===== config.mk =====
export PLATFORM = sky130hd
export DESIGN_NAME = netflow_v5_record_parser
export DESIGN_NICKNAME = d
export VERILOG_FILES = /design/src/design/nfv5_pkg.sv /design/src/design/netflow_v5_record_parser.sv /design/src/design/nfv5_base_time.sv /design/src/design/nfv5_decode.sv
export SDC_FILE = /design/constraint.sdc
export NUM_CORES = 2
export LEC_CHECK = 0
export BUFFER_PORTS_ARGS = -buffer_cell sky130_fd_sc_hd__buf_2
export CELL_PAD_IN_SITES_DETAIL_PLACEMENT = 1
export CELL_PAD_IN_SITES_GLOBAL_PLACEMENT = 2
export CORE_UTILIZATION = 43
export DETAILED_ROUTE_END_ITERATION = 10
export PLACE_DENSITY = 0.79
export SLEW_MARGIN = 20
export SYNTH_ARGS = -nofsm -noshare
export SYNTH_HDL_FRONTEND = slang
export SYNTH_SLANG_ARGS = --single-unit

===== constraint.sdc =====
create_clock -name clk -period 36.3 [get_ports clk]
set_clock_uncertainty 0.2 [all_clocks]
set_input_delay 3.63 -clock clk [delete_from_list [all_inputs] [get_ports clk]]
set_output_delay 3.63 -clock clk [all_outputs]
set_load 0.1 [all_outputs]

===== src/design/nfv5_pkg.sv =====
// ----------------------------------------------------------------------------
// NetFlow v5 parser package
// Shared types and constants for the NetFlow v5 export packet decoder.
// ----------------------------------------------------------------------------
package nfv5_pkg;

    localparam int HDR_BYTES     = 24;
    localparam int REC_BYTES     = 48;
    localparam int HDR_BITS      = HDR_BYTES * 8;
    localparam int REC_KEEP_BITS = (REC_BYTES - 1) * 8;
    localparam int REC_BITS      = REC_BYTES * 8;

    localparam logic [15:0] NF_VERSION   = 16'd5;
    localparam logic [5:0]  HDR_LAST_IDX = 6'(HDR_BYTES - 1);
    localparam logic [5:0]  REC_LAST_IDX = 6'(REC_BYTES - 1);

    // floor(n / 1e6) is taken as floor((n >> 6) / 15625) by reciprocal.
    localparam int          NSEC_SHIFT   = 6;
    localparam int          RECIP_BITS   = 27;
    localparam int          RECIP_SHIFT  = 40;
    localparam int          Q_BITS       = 13;
    localparam logic [RECIP_BITS-1:0] NSEC_RECIP = 27'd70368744;
    localparam logic [19:0] NSEC_PER_MS  = 20'd1000000;
    localparam logic [9:0]  MS_PER_SEC   = 10'd1000;

    typedef enum logic [2:0] {
        ST_RECORD      = 3'd0,
        ST_RECORD_END  = 3'd1,
        ST_END_OK      = 3'd2,
        ST_SHORT_HDR   = 3'd3,
        ST_BAD_VERSION = 3'd4,
        ST_TRUNCATED   = 3'd5
    } status_t;

    typedef enum logic [2:0] {
        PH_HEADER  = 3'b001,
        PH_RECORDS = 3'b010,
        PH_TRAILER = 3'b100
    } phase_t;

    typedef struct packed {
        logic [31:0] uptime;
        logic [31:0] secs;
        logic [31:0] nsecs;
    } hdr_time_t;

    typedef struct packed {
        status_t            status;
        logic signed [63:0] first_ms;
        logic signed [63:0] last_ms;
        logic [63:0]        addresses;
        logic [31:0]        hop_addr;
        logic [31:0]        ports;
        logic [31:0]        interfaces;
        logic [31:0]        packet_count;
        logic [31:0]        octet_count;
        logic [23:0]        proto_info;
        logic [47:0]        as_and_masks;
        logic [63:0]        header_info;
    } result_t;

endpackage


===== src/design/netflow_v5_record_parser.sv =====
// ----------------------------------------------------------------------------
// NetFlow v5 record parser
// Decodes a NetFlow v5 export packet, one byte per request, into flow
// records with absolute start and end times, and reports packet status.
// ----------------------------------------------------------------------------
//
//   Channel  Handshake            Payload
//   in       in_valid, in_stall   data_byte, packet_end
//   out      out_valid, out_stall status, first_ms, last_ms, addresses,
//                                 hop_addr, ports, interfaces, packet_count,
//                                 octet_count, proto_info, as_and_masks,
//                                 header_info
//
// One byte is taken per cycle while in_stall is low; the byte is registered,
// then its result. The base time is worked out in a four-stage pipeline
// after the header, well before the first record can complete.
// Reset clears the packet state; the block is ready in the first cycle after.
// A stalled result holds; further bytes are taken until the input register
// holds a byte whose result has no free slot.
module netflow_v5_record_parser
    import nfv5_pkg::*;
(
    input  logic               clk,
    input  logic               rst_n,
    input  logic               in_valid,
    output logic               in_stall,
    input  logic [7:0]         data_byte,
    input  logic               packet_end,
    output logic               out_valid,
    input  logic               out_stall,
    output logic [2:0]         status,
    output logic signed [63:0] first_ms,
    output logic signed [63:0] last_ms,
    output logic [63:0]        addresses,
    output logic [31:0]        hop_addr,
    output logic [31:0]        ports,
    output logic [31:0]        interfaces,
    output logic [31:0]        packet_count,
    output logic [31:0]        octet_count,
    output logic [23:0]        proto_info,
    output logic [47:0]        as_and_masks,
    output logic [63:0]        header_info
);

    logic               in_valid_reg;
    logic [7:0]         byte_reg;
    logic               end_reg;
    logic               out_valid_reg;
    result_t            out_reg;

    logic               fire;
    logic               res_valid;
    result_t            res;
    hdr_time_t          hdr_time;
    logic signed [63:0] base_ms;

    nfv5_decode u_decode (
        .clk        (clk),
        .rst_n      (rst_n),
        .step_en    (fire),
        .data_byte  (byte_reg),
        .packet_end (end_reg),
        .base_ms    (base_ms),
        .hdr_time   (hdr_time),
        .res_valid  (res_valid),
        .res        (res)
    );

    nfv5_base_time u_base_time (
        .clk      (clk),
        .hdr_time (hdr_time),
        .base_ms  (base_ms)
    );

    assign fire     = in_valid_reg && (!res_valid || !out_valid_reg || !out_stall);
    assign in_stall = in_valid_reg && !fire;

    always_ff @(posedge clk or negedge rst_n)
    begin
        if (!rst_n)
        begin
            in_valid_reg  <= 1'b0;
            out_valid_reg <= 1'b0;
        end
        else
        begin
            if (in_valid && !in_stall)
            begin
                in_valid_reg <= 1'b1;
            end
            else if (fire)
            begin
                in_valid_reg <= 1'b0;
            end

            if (fire && res_valid)
            begin
                out_valid_reg <= 1'b1;
            end
            else if (!out_stall)
            begin
                out_valid_reg <= 1'b0;
            end
        end
    end

    always_ff @(posedge clk)
    begin
        if (in_valid && !in_stall)
        begin
            byte_reg <= data_byte;
            end_reg  <= packet_end;
        end
        if (fire && res_valid)
        begin
            out_reg <= res;
        end
    end

    assign out_valid    = out_valid_reg;
    assign status       = out_reg.status;
    assign first_ms     = out_reg.first_ms;
    assign last_ms      = out_reg.last_ms;
    assign addresses    = out_reg.addresses;
    assign hop_addr     = out_reg.hop_addr;
    assign ports        = out_reg.ports;
    assign interfaces   = out_reg.interfaces;
    assign packet_count = out_reg.packet_count;
    assign octet_count  = out_reg.octet_count;
    assign proto_info   = out_reg.proto_info;
    assign as_and_masks = out_reg.as_and_masks;
    assign header_info  = out_reg.header_info;

endmodule


===== src/design/nfv5_base_time.sv =====
// ----------------------------------------------------------------------------
// NetFlow v5 base time
// Pipelined computation of the export base time in milliseconds:
// secs*1000 + nsecs/1e6 - uptime, over four register stages.
// ----------------------------------------------------------------------------
module nfv5_base_time
    import nfv5_pkg::*;
(
    input  logic               clk,
    input  hdr_time_t          hdr_time,
    output logic signed [63:0] base_ms
);

    localparam int PROD_BITS = (32 - NSEC_SHIFT) + RECIP_BITS;

    logic [PROD_BITS-1:0] prod_a_next;
    logic [PROD_BITS-1:0] prod_a_reg;
    logic [41:0]          secs_ms_next;
    logic [41:0]          secs_ms_a_reg;
    logic [31:0]          nsecs_a_reg;
    logic [31:0]          uptime_a_reg;

    logic [Q_BITS-1:0]    q0;
    logic [32:0]          qm_next;
    logic [32:0]          qm_reg;
    logic [Q_BITS-1:0]    q0_b_reg;
    logic [41:0]          secs_ms_b_reg;
    logic [31:0]          nsecs_b_reg;
    logic [31:0]          uptime_b_reg;

    logic [32:0]          rem;
    logic [Q_BITS-1:0]    q_fix;
    logic [42:0]          sum_c_next;
    logic [42:0]          sum_c_reg;
    logic [31:0]          uptime_c_reg;

    logic signed [63:0]   base_next;
    logic signed [63:0]   base_reg;

    assign prod_a_next  = {{RECIP_BITS{1'b0}}, hdr_time.nsecs[31:NSEC_SHIFT]}
                        * {{(32 - NSEC_SHIFT){1'b0}}, NSEC_RECIP};
    assign secs_ms_next = {10'd0, hdr_time.secs} * {32'd0, MS_PER_SEC};

    assign q0      = prod_a_reg[RECIP_SHIFT +: Q_BITS];
    assign qm_next = {20'd0, q0} * {13'd0, NSEC_PER_MS};

    assign rem        = {1'b0, nsecs_b_reg} - qm_reg;
    assign q_fix      = q0_b_reg + Q_BITS'(rem >= {13'd0, NSEC_PER_MS});
    assign sum_c_next = {1'b0, secs_ms_b_reg} + {{(43 - Q_BITS){1'b0}}, q_fix};

    assign base_next = $signed({21'd0, sum_c_reg}) - $signed({32'd0, uptime_c_reg});

    always_ff @(posedge clk)
    begin
        prod_a_reg    <= prod_a_next;
        secs_ms_a_reg <= secs_ms_next;
        nsecs_a_reg   <= hdr_time.nsecs;
        uptime_a_reg  <= hdr_time.uptime;

        qm_reg        <= qm_next;
        q0_b_reg      <= q0;
        secs_ms_b_reg <= secs_ms_a_reg;
        nsecs_b_reg   <= nsecs_a_reg;
        uptime_b_reg  <= uptime_a_reg;

        sum_c_reg     <= sum_c_next;
        uptime_c_reg  <= uptime_b_reg;

        base_reg      <= base_next;
    end

    assign base_ms = base_reg;

endmodule


===== src/design/nfv5_decode.sv =====
// ----------------------------------------------------------------------------
// NetFlow v5 decoder
// Packet phase control, header and record byte capture, and formation of
// the record and status results.
// ----------------------------------------------------------------------------
module nfv5_decode
    import nfv5_pkg::*;
(
    input  logic               clk,
    input  logic               rst_n,
    input  logic               step_en,
    input  logic [7:0]         data_byte,
    input  logic               packet_end,
    input  logic signed [63:0] base_ms,
    output hdr_time_t          hdr_time,
    output logic               res_valid,
    output result_t            res
);

    phase_t                   phase_reg;
    phase_t                   phase_next;
    logic [5:0]               byte_index_reg;
    logic [5:0]               byte_index_next;
    logic [15:0]              flows_left_reg;
    logic [15:0]              flows_left_next;
    logic                     drop_reg;
    logic                     drop_next;

    logic [HDR_BITS-1:0]      hdr_reg;
    logic [HDR_BITS-1:0]      hdr_cat;
    logic [REC_KEEP_BITS-1:0] rec_reg;
    logic [REC_BITS-1:0]      rec_cat;

    logic                     hdr_shift;
    logic                     rec_shift;
    logic                     emit;
    logic                     end_pkt;
    logic [15:0]              flows_dec;
    status_t                  rec_status;

    assign hdr_cat   = {hdr_reg[HDR_BITS-9:0], data_byte};
    assign rec_cat   = {rec_reg, data_byte};
    assign flows_dec = flows_left_reg - 16'd1;

    assign hdr_time.uptime = hdr_reg[159:128];
    assign hdr_time.secs   = hdr_reg[127:96];
    assign hdr_time.nsecs  = hdr_reg[95:64];

    always_comb
    begin
        phase_next      = phase_reg;
        byte_index_next = byte_index_reg;
        flows_left_next = flows_left_reg;
        drop_next       = drop_reg;
        hdr_shift       = 1'b0;
        rec_shift       = 1'b0;
        emit            = 1'b0;
        end_pkt         = 1'b0;
        rec_status      = ST_RECORD;
        res_valid       = 1'b0;
        res             = '0;

        if (drop_reg)
        begin
            end_pkt = packet_end;
        end
        else
        begin
            case (phase_reg)
                PH_HEADER:
                begin
                    hdr_shift = 1'b1;
                    if (byte_index_reg != HDR_LAST_IDX)
                    begin
                        byte_index_next = byte_index_reg + 6'd1;
                        if (packet_end)
                        begin
                            res_valid  = 1'b1;
                            res.status = ST_SHORT_HDR;
                            end_pkt    = 1'b1;
                        end
                    end
                    else if (hdr_cat[191:176] != NF_VERSION)
                    begin
                        res_valid       = 1'b1;
                        res.status      = ST_BAD_VERSION;
                        byte_index_next = 6'd0;
                        if (packet_end)
                        begin
                            end_pkt = 1'b1;
                        end
                        else
                        begin
                            drop_next = 1'b1;
                        end
                    end
                    else
                    begin
                        flows_left_next = hdr_cat[175:160];
                        byte_index_next = 6'd0;
                        if (hdr_cat[175:160] == 16'd0)
                        begin
                            if (packet_end)
                            begin
                                res_valid  = 1'b1;
                                res.status = ST_END_OK;
                                end_pkt    = 1'b1;
                            end
                            else
                            begin
                                phase_next = PH_TRAILER;
                            end
                        end
                        else if (packet_end)
                        begin
                            res_valid  = 1'b1;
                            res.status = ST_TRUNCATED;
                            end_pkt    = 1'b1;
                        end
                        else
                        begin
                            phase_next = PH_RECORDS;
                        end
                    end
                end
                PH_RECORDS:
                begin
                    rec_shift = 1'b1;
                    if (byte_index_reg != REC_LAST_IDX)
                    begin
                        byte_index_next = byte_index_reg + 6'd1;
                        if (packet_end)
                        begin
                            res_valid  = 1'b1;
                            res.status = ST_TRUNCATED;
                            end_pkt    = 1'b1;
                        end
                    end
                    else
                    begin
                        byte_index_next = 6'd0;
                        flows_left_next = flows_dec;
                        if (flows_dec == 16'd0)
                        begin
                            emit = 1'b1;
                            if (packet_end)
                            begin
                                rec_status = ST_RECORD_END;
                                end_pkt    = 1'b1;
                            end
                            else
                            begin
                                phase_next = PH_TRAILER;
                            end
                        end
                        else if (packet_end)
                        begin
                            res_valid  = 1'b1;
                            res.status = ST_TRUNCATED;
                            end_pkt    = 1'b1;
                        end
                        else
                        begin
                            emit = 1'b1;
                        end
                    end
                end
                default:
                begin
                    if (packet_end)
                    begin
                        res_valid  = 1'b1;
                        res.status = ST_END_OK;
                        end_pkt    = 1'b1;
                    end
                end
            endcase
        end

        if (end_pkt)
        begin
            phase_next      = PH_HEADER;
            byte_index_next = 6'd0;
            flows_left_next = 16'd0;
            drop_next       = 1'b0;
        end

        if (emit)
        begin
            res_valid        = 1'b1;
            res.status       = rec_status;
            res.first_ms     = base_ms + $signed({32'd0, rec_cat[191:160]});
            res.last_ms      = base_ms + $signed({32'd0, rec_cat[159:128]});
            res.addresses    = rec_cat[383:320];
            res.hop_addr     = rec_cat[319:288];
            res.interfaces   = rec_cat[287:256];
            res.packet_count = rec_cat[255:224];
            res.octet_count  = rec_cat[223:192];
            res.ports        = rec_cat[127:96];
            res.proto_info   = rec_cat[87:64];
            res.as_and_masks = rec_cat[63:16];
            res.header_info  = hdr_reg[63:0];
        end
    end

    always_ff @(posedge clk or negedge rst_n)
    begin
        if (!rst_n)
        begin
            phase_reg      <= PH_HEADER;
            byte_index_reg <= 6'd0;
            flows_left_reg <= 16'd0;
            drop_reg       <= 1'b0;
        end
        else if (step_en)
        begin
            phase_reg      <= phase_next;
            byte_index_reg <= byte_index_next;
            flows_left_reg <= flows_left_next;
            drop_reg       <= drop_next;
        end
    end

    always_ff @(posedge clk)
    begin
        if (step_en && hdr_shift)
        begin
            hdr_reg <= hdr_cat;
        end
        if (step_en && rec_shift)
        begin
            rec_reg <= rec_cat[REC_KEEP_BITS-1:0];
        end
    end

endmodule


---- After elaboration in Yosys (flattened, before gate mapping) ----
Cells that the tools add are included.
word-level totals
  bits in registers ....................... 1,523
  output and inout bits ................... 493
  bits of input ports ..................... 13
operators by class
  multiplexer cells ....................... 64
  reduce and logical (&&, ||, !) cells .... 20
  equality and inequality tests ........... 12
  multipliers ............................. 3
  magnitude comparators ................... 1
  $add $sub $neg .......................... 8
operators with widths
  operator                count
  $mux 491                1
  $add 64x33->64          2
  $mux 16                 5
  $mux 3                  20
  $mul 26x24->50 const B  1
  $sub 43x32->44          1
  $add 42x13->43          1
  $mul 32x7->39 const B   1
  $ge 33x20->1 const B    1
  $sub 32x33->33          1
  $logic_not 16->1        2
  $pmux 16 s2             1
  $mul 13x14->27 const B  1
  $mux 1                  27
  $mux 6                  4
  $ne 16x3->1 const B     1
  $sub 16x1->16 const B   1
  $add 13x1->13           1
  $pmux 3 s2              2
  $pmux 6 s2              1
  $ne 3x2->1 const B      3
  $reduce_and 8->1        1
  $add 6x1->6 const B     1
  $logic_and 1x1->1       6
  16 further kinds        22

---- Depth between registers and ports, before layout ----
  word-level depth ........................ 16
  depth in mapped cells ................... 33

---- Modules after synthesis ----
Synthesis repeated with hierarchy kept, for this count alone.
second synthesis, totals
  cell total of the unflattened synthesis .. 5,517
  area total of the unflattened synthesis .. 72,896.2 sq um
by module, submodules not included
  module                    times used  cells each  area an instance (sq um)
  nfv5_base_time            1           2,878       30,634.4
  nfv5_decode               1           2,127       27,142.3
  netflow_v5_record_parser  1           512         15,119.5

---- Worst setup path after synthesis ----
OpenSTA, ideal clock, no wires.
  kind .................................... in2reg
  start ................................... in out_stall
  end ..................................... reg u_decode.rec_reg[0] (enable)
  required time ........................... 34,525 ps
  path buffers ............................ 0
  setup slack ............................. 5,485 ps
  stages on the path ...................... 3
  data arrival time ....................... 29,040 ps
  path through ............................ nand3_1 nand2_1 nor3_1
between the ends
  longest elaborated chain between the ends .. 4
ends and longest elaborated chain
  element               RTL line                        RTL
  start, declared       netflow_v5_record_parser.sv:30  input logic out_stall,
  $logic_not 1->1       n/a
  $logic_or 1x1->1      netflow_v5_record_parser.sv:75  assign fire = in_valid_reg && (!res_valid || !out_valid_reg || !out_stall);
  $logic_and 1x1->1     netflow_v5_record_parser.sv:75
  $logic_and 1x1->1     nfv5_decode.sv:230              if (step_en && rec_shift)
  end signal, assigned  nfv5_decode.sv:232              rec_reg <= rec_cat[REC_KEEP_BITS-1:0];
  end, declared         nfv5_decode.sv:31               logic [REC_KEEP_BITS-1:0] rec_reg;
Every way passes these cells.
A chain may end at the register's enable or synchronous reset.

---- Worst setup path in the final report ----
  start ................................... reg u_decode.hdr_reg[93]
  end ..................................... reg u_base_time.prod_a_reg[52]
between the ends
  longest elaborated chain between the ends .. 1
ends and longest elaborated chain
  element                          RTL line              RTL
  start, declared                  nfv5_decode.sv:29     logic [HDR_BITS-1:0] hdr_reg;
  start signal, assigned           nfv5_decode.sv:228    hdr_reg <= hdr_cat;
  $mul 26x24->50                   nfv5_base_time.sv:41  * {{(32 - NSEC_SHIFT){1'b0}}, NSEC_RECIP};
  via u_base_time.prod_a_next[52]  nfv5_base_time.sv:16  logic [PROD_BITS-1:0] prod_a_next;
  end signal, assigned             nfv5_base_time.sv:55  prod_a_reg <= prod_a_next;
  end, declared                    nfv5_base_time.sv:17  logic [PROD_BITS-1:0] prod_a_reg;
The timed path passes the listed nets, and every way through them passes these cells.

==> flow_summary.json <==
{
  "status": "complete, no violations",
  "postCtsResizedCells": 0,
  "port-buffer-count": 505,
  "cts.sinks": 1451,
  "setup_viol": 0,
  "hold_path_class": "flip-flop to flip-flop",
  "antenna_found_initial": 2,
  "wl_mm": 169.6,
  "drt_iter0_drc": 2079,
  "hold_viol": 0,
  "layout.nets": 6720,
  "synthTopCellsByArea": "edfxtp_1, fa_1, dfxtp_1",
  "ys_types": 78,
  "holdPathStages": 0,
  "final-max-slew-violation-count": 0,
  "synth.avg_cell_area_um2": 13.69,
  "cts_max_path_buffers": 3,
  "path_max_fanout": 13,
  "yosys.area.top_type": "edfxtp_1",
  "yosysMostFrequentCell": "edfxtp_1",
  "fin_tns_setup_ns": 0,
  "drc": 0,
  "fp-row-count": 147,
  "gr-usage-all-layers_pct": 20.73,
  "gp_congestion": 0.8334,
  "vias_per_cell": 4.999,
  "root_buffer": "clkbuf_16",
  "worst_slew_pin_slew_ns": 1.139,
  "via_count": 40075,
  "critPathRequiredTime_ns": 36.76,
  "fin_crit_ns": 8.312,
  "synth_top_area_share_pct": 45.46,
  "slowest_stage": "o311ai_0",
  "synth_commonest_cells": "edfxtp_1, inv_1, ha_1",
  "largest_reg_flops": 376,
  "clk_transition_reported_paths_ns": 0.07,
  "core_region_area_um2": 161100,
  "grt-ovfl-total": 0,
  "numCtsBuffers": 154,
  "syn_nets": 6107,
  "ys_ff_latch": 1451,
  "synth_area_um2": 70020,
  "yosys_warnings": 0,
  "reg2reg_from": "u_decode.hdr_reg[93]",
  "fmax_mhz": 120.3,
  "pin_count": 506,
  "grt_start_max_net_pins": 133,
  "fin_crit_sh_pct": 22.90,
  "pre_cts_slack_ns": 27.91,
  "area_delta_synth_final_pct": 14.73,
  "cp-end-kind": "flip-flop",
  "r2r_end": "u_base_time.prod_a_reg[52]",
  "async_reset_ff_share_pct": 1.930,
  "yosysSeqAreaShare_pct": 56.84,
  "place.detailed.hpwl_mm": 128.4,
  "synth-edff-count": 1060,
  "die_area_um2": 164400,
  "ant_nets": 0,
  "r2r_setup_slack_ns": 27.99,
  "hold_buffers": 0,
  "crit_path_cell_trace": "fa_1 > inv_1 > fa_1 > inv_1 > fa_1 > fa_1 > inv_1 > fa_1 > inv_1 > fa_1 > fa_1 > ha_1 > nand4_1 > or4_1 > a311oi_1 > o211ai_1 > o311ai_0 > o31ai_1 > nor2b_1 > nand3_1 > nand2_1 > a21oi_1 > xnor2_1",
  "h-tree-depth": 4,
  "start_util_pct": 43.46,
  "crit_path_frequent_cell": "fa_1",
  "die_h_um": 405.5,
  "worst_ep_arrival_time_ns": 8.77,
  "first_pass_iters": 5,
  "fp.dieW_um": 405.5,
  "critical_path_class": "flip-flop to flip-flop",
  "drive_gt1_share_pct": 13.56,
  "maxCapViolCount": 0,
  "setup_ws_ns": 27.99,
  "grt_pass1_wl_mm": 259.8,
  "min_to": "u_base_time.uptime_b_reg[3]",
  "min-delay-start": "u_base_time.uptime_a_reg[3]",
  "drt-wirelength-per-cell_um": 21.16,
  "grt_pass1_vias": 43191,
  "relSlewSlack_pct": 22.09,
  "worstSkewPairLatency_ns": 0.83,
  "slowest_delay_ns": 0.72,
  "rsz0062_at_grt": "no",
  "cp-start-kind": "flip-flop",
  "reg2reg_depth": 23,
  "cts_tree": "done",
  "cts_setup_buffers": 0,
  "synthFlopType": "edfxtp_1",
  "syn_inst": 5114
}
layout make-up:
type,instances,area [um^2]
clock inverter,91,1031
multi-input combinational,2905,27350
antenna,1,2.502
timing repair buffer,540,2806
sequential,1451,39800
inverter,675,2534
clock buffer,193,4101
tap,2160,2703
fill,16442,80790
layout by cell type, fill, tap and decap left out, types with 56 or more instances in the layout:
cell type / count
nor2_1: 217
fa_1: 437
a21o_1: 88
nor3_1: 56
clkbuf_16: 155
buf_2: 505
dfxtp_1: 363
xnor2_1: 150
a21oi_1: 208
xor2_1: 83
o21ai_0: 127
nand2_1: 124
inv_1: 674
ha_1: 543
and2_1: 380
edfxtp_1: 1060
cell families (layout without fill, tap and decap cells):
kind of cell               Yosys count  after routing  synth area share [%]
AOI/OAI and AO/OA                  628            628                 5.640
xor gates and xnor gates           233            233                 2.915
adders and majority gates          980            980                 22.20
buffers and inverters              758           1499                 4.135
DFF                               1451           1451                 56.84
muxes                                4              4               0.05719
other                                0              1                     0
and+or+nand+nor                   1060           1060                 8.211
routing by layer:
layer | global-route usage [%] | vias to the layer above | wire (um)
li1 | - | 18790 | -
met5 | 0 | - | 0
met1 | 26.42 | 20301 | 72740
met3 | 2.993 | 253 | 6026
met4 | 7.726 | 0 | 5820
met2 | 35.71 | 731 | 85040
per-stage QoR:
stage	instance area (um^2)	utilization, %	instances	hold WS, ns
floorplan	70020	-	5114	0.1096
global placement	75180	46.66	7731	0.1105
detailed placement	75180	46.66	7731	0.1135
CTS	80310	49.85	8015	0.1025
global route	80320	49.85	8015	0.1155
finish	80330	49.86	8016	0.1073
worst max-delay path: cells and delay by family, from the launching register on:
kind	cells	cell delay, ns
buf+inv	4	0.22
fa+ha+maj	8	3.95
simple gates	5	1.15
xor+xnor	1	0.12
compound gates	5	1.82
flops	1	0.69
worst max path at each step:
stage | start | endpoint | slack [ns] | cells past startpoint
2_1_floorplan | out_stall | u_decode.rec_reg[0] | 5.48 | 3
3_3_place_gp | out_stall | hop_addr[23] | 28.04 | 7
3_5_place_dp | out_stall | hop_addr[23] | 27.91 | 7
4_1_cts | u_decode.hdr_reg[93] | u_base_time.prod_a_reg[52] | 27.95 | 23
5_1_grt | u_decode.hdr_reg[93] | u_base_time.prod_a_reg[52] | 27.60 | 23
6_report | u_decode.hdr_reg[93] | u_base_time.prod_a_reg[52] | 27.99 | 23
Power is not shown: default switching activity piles up to over one toggle a cycle in this logic, so the estimate is an artifact.
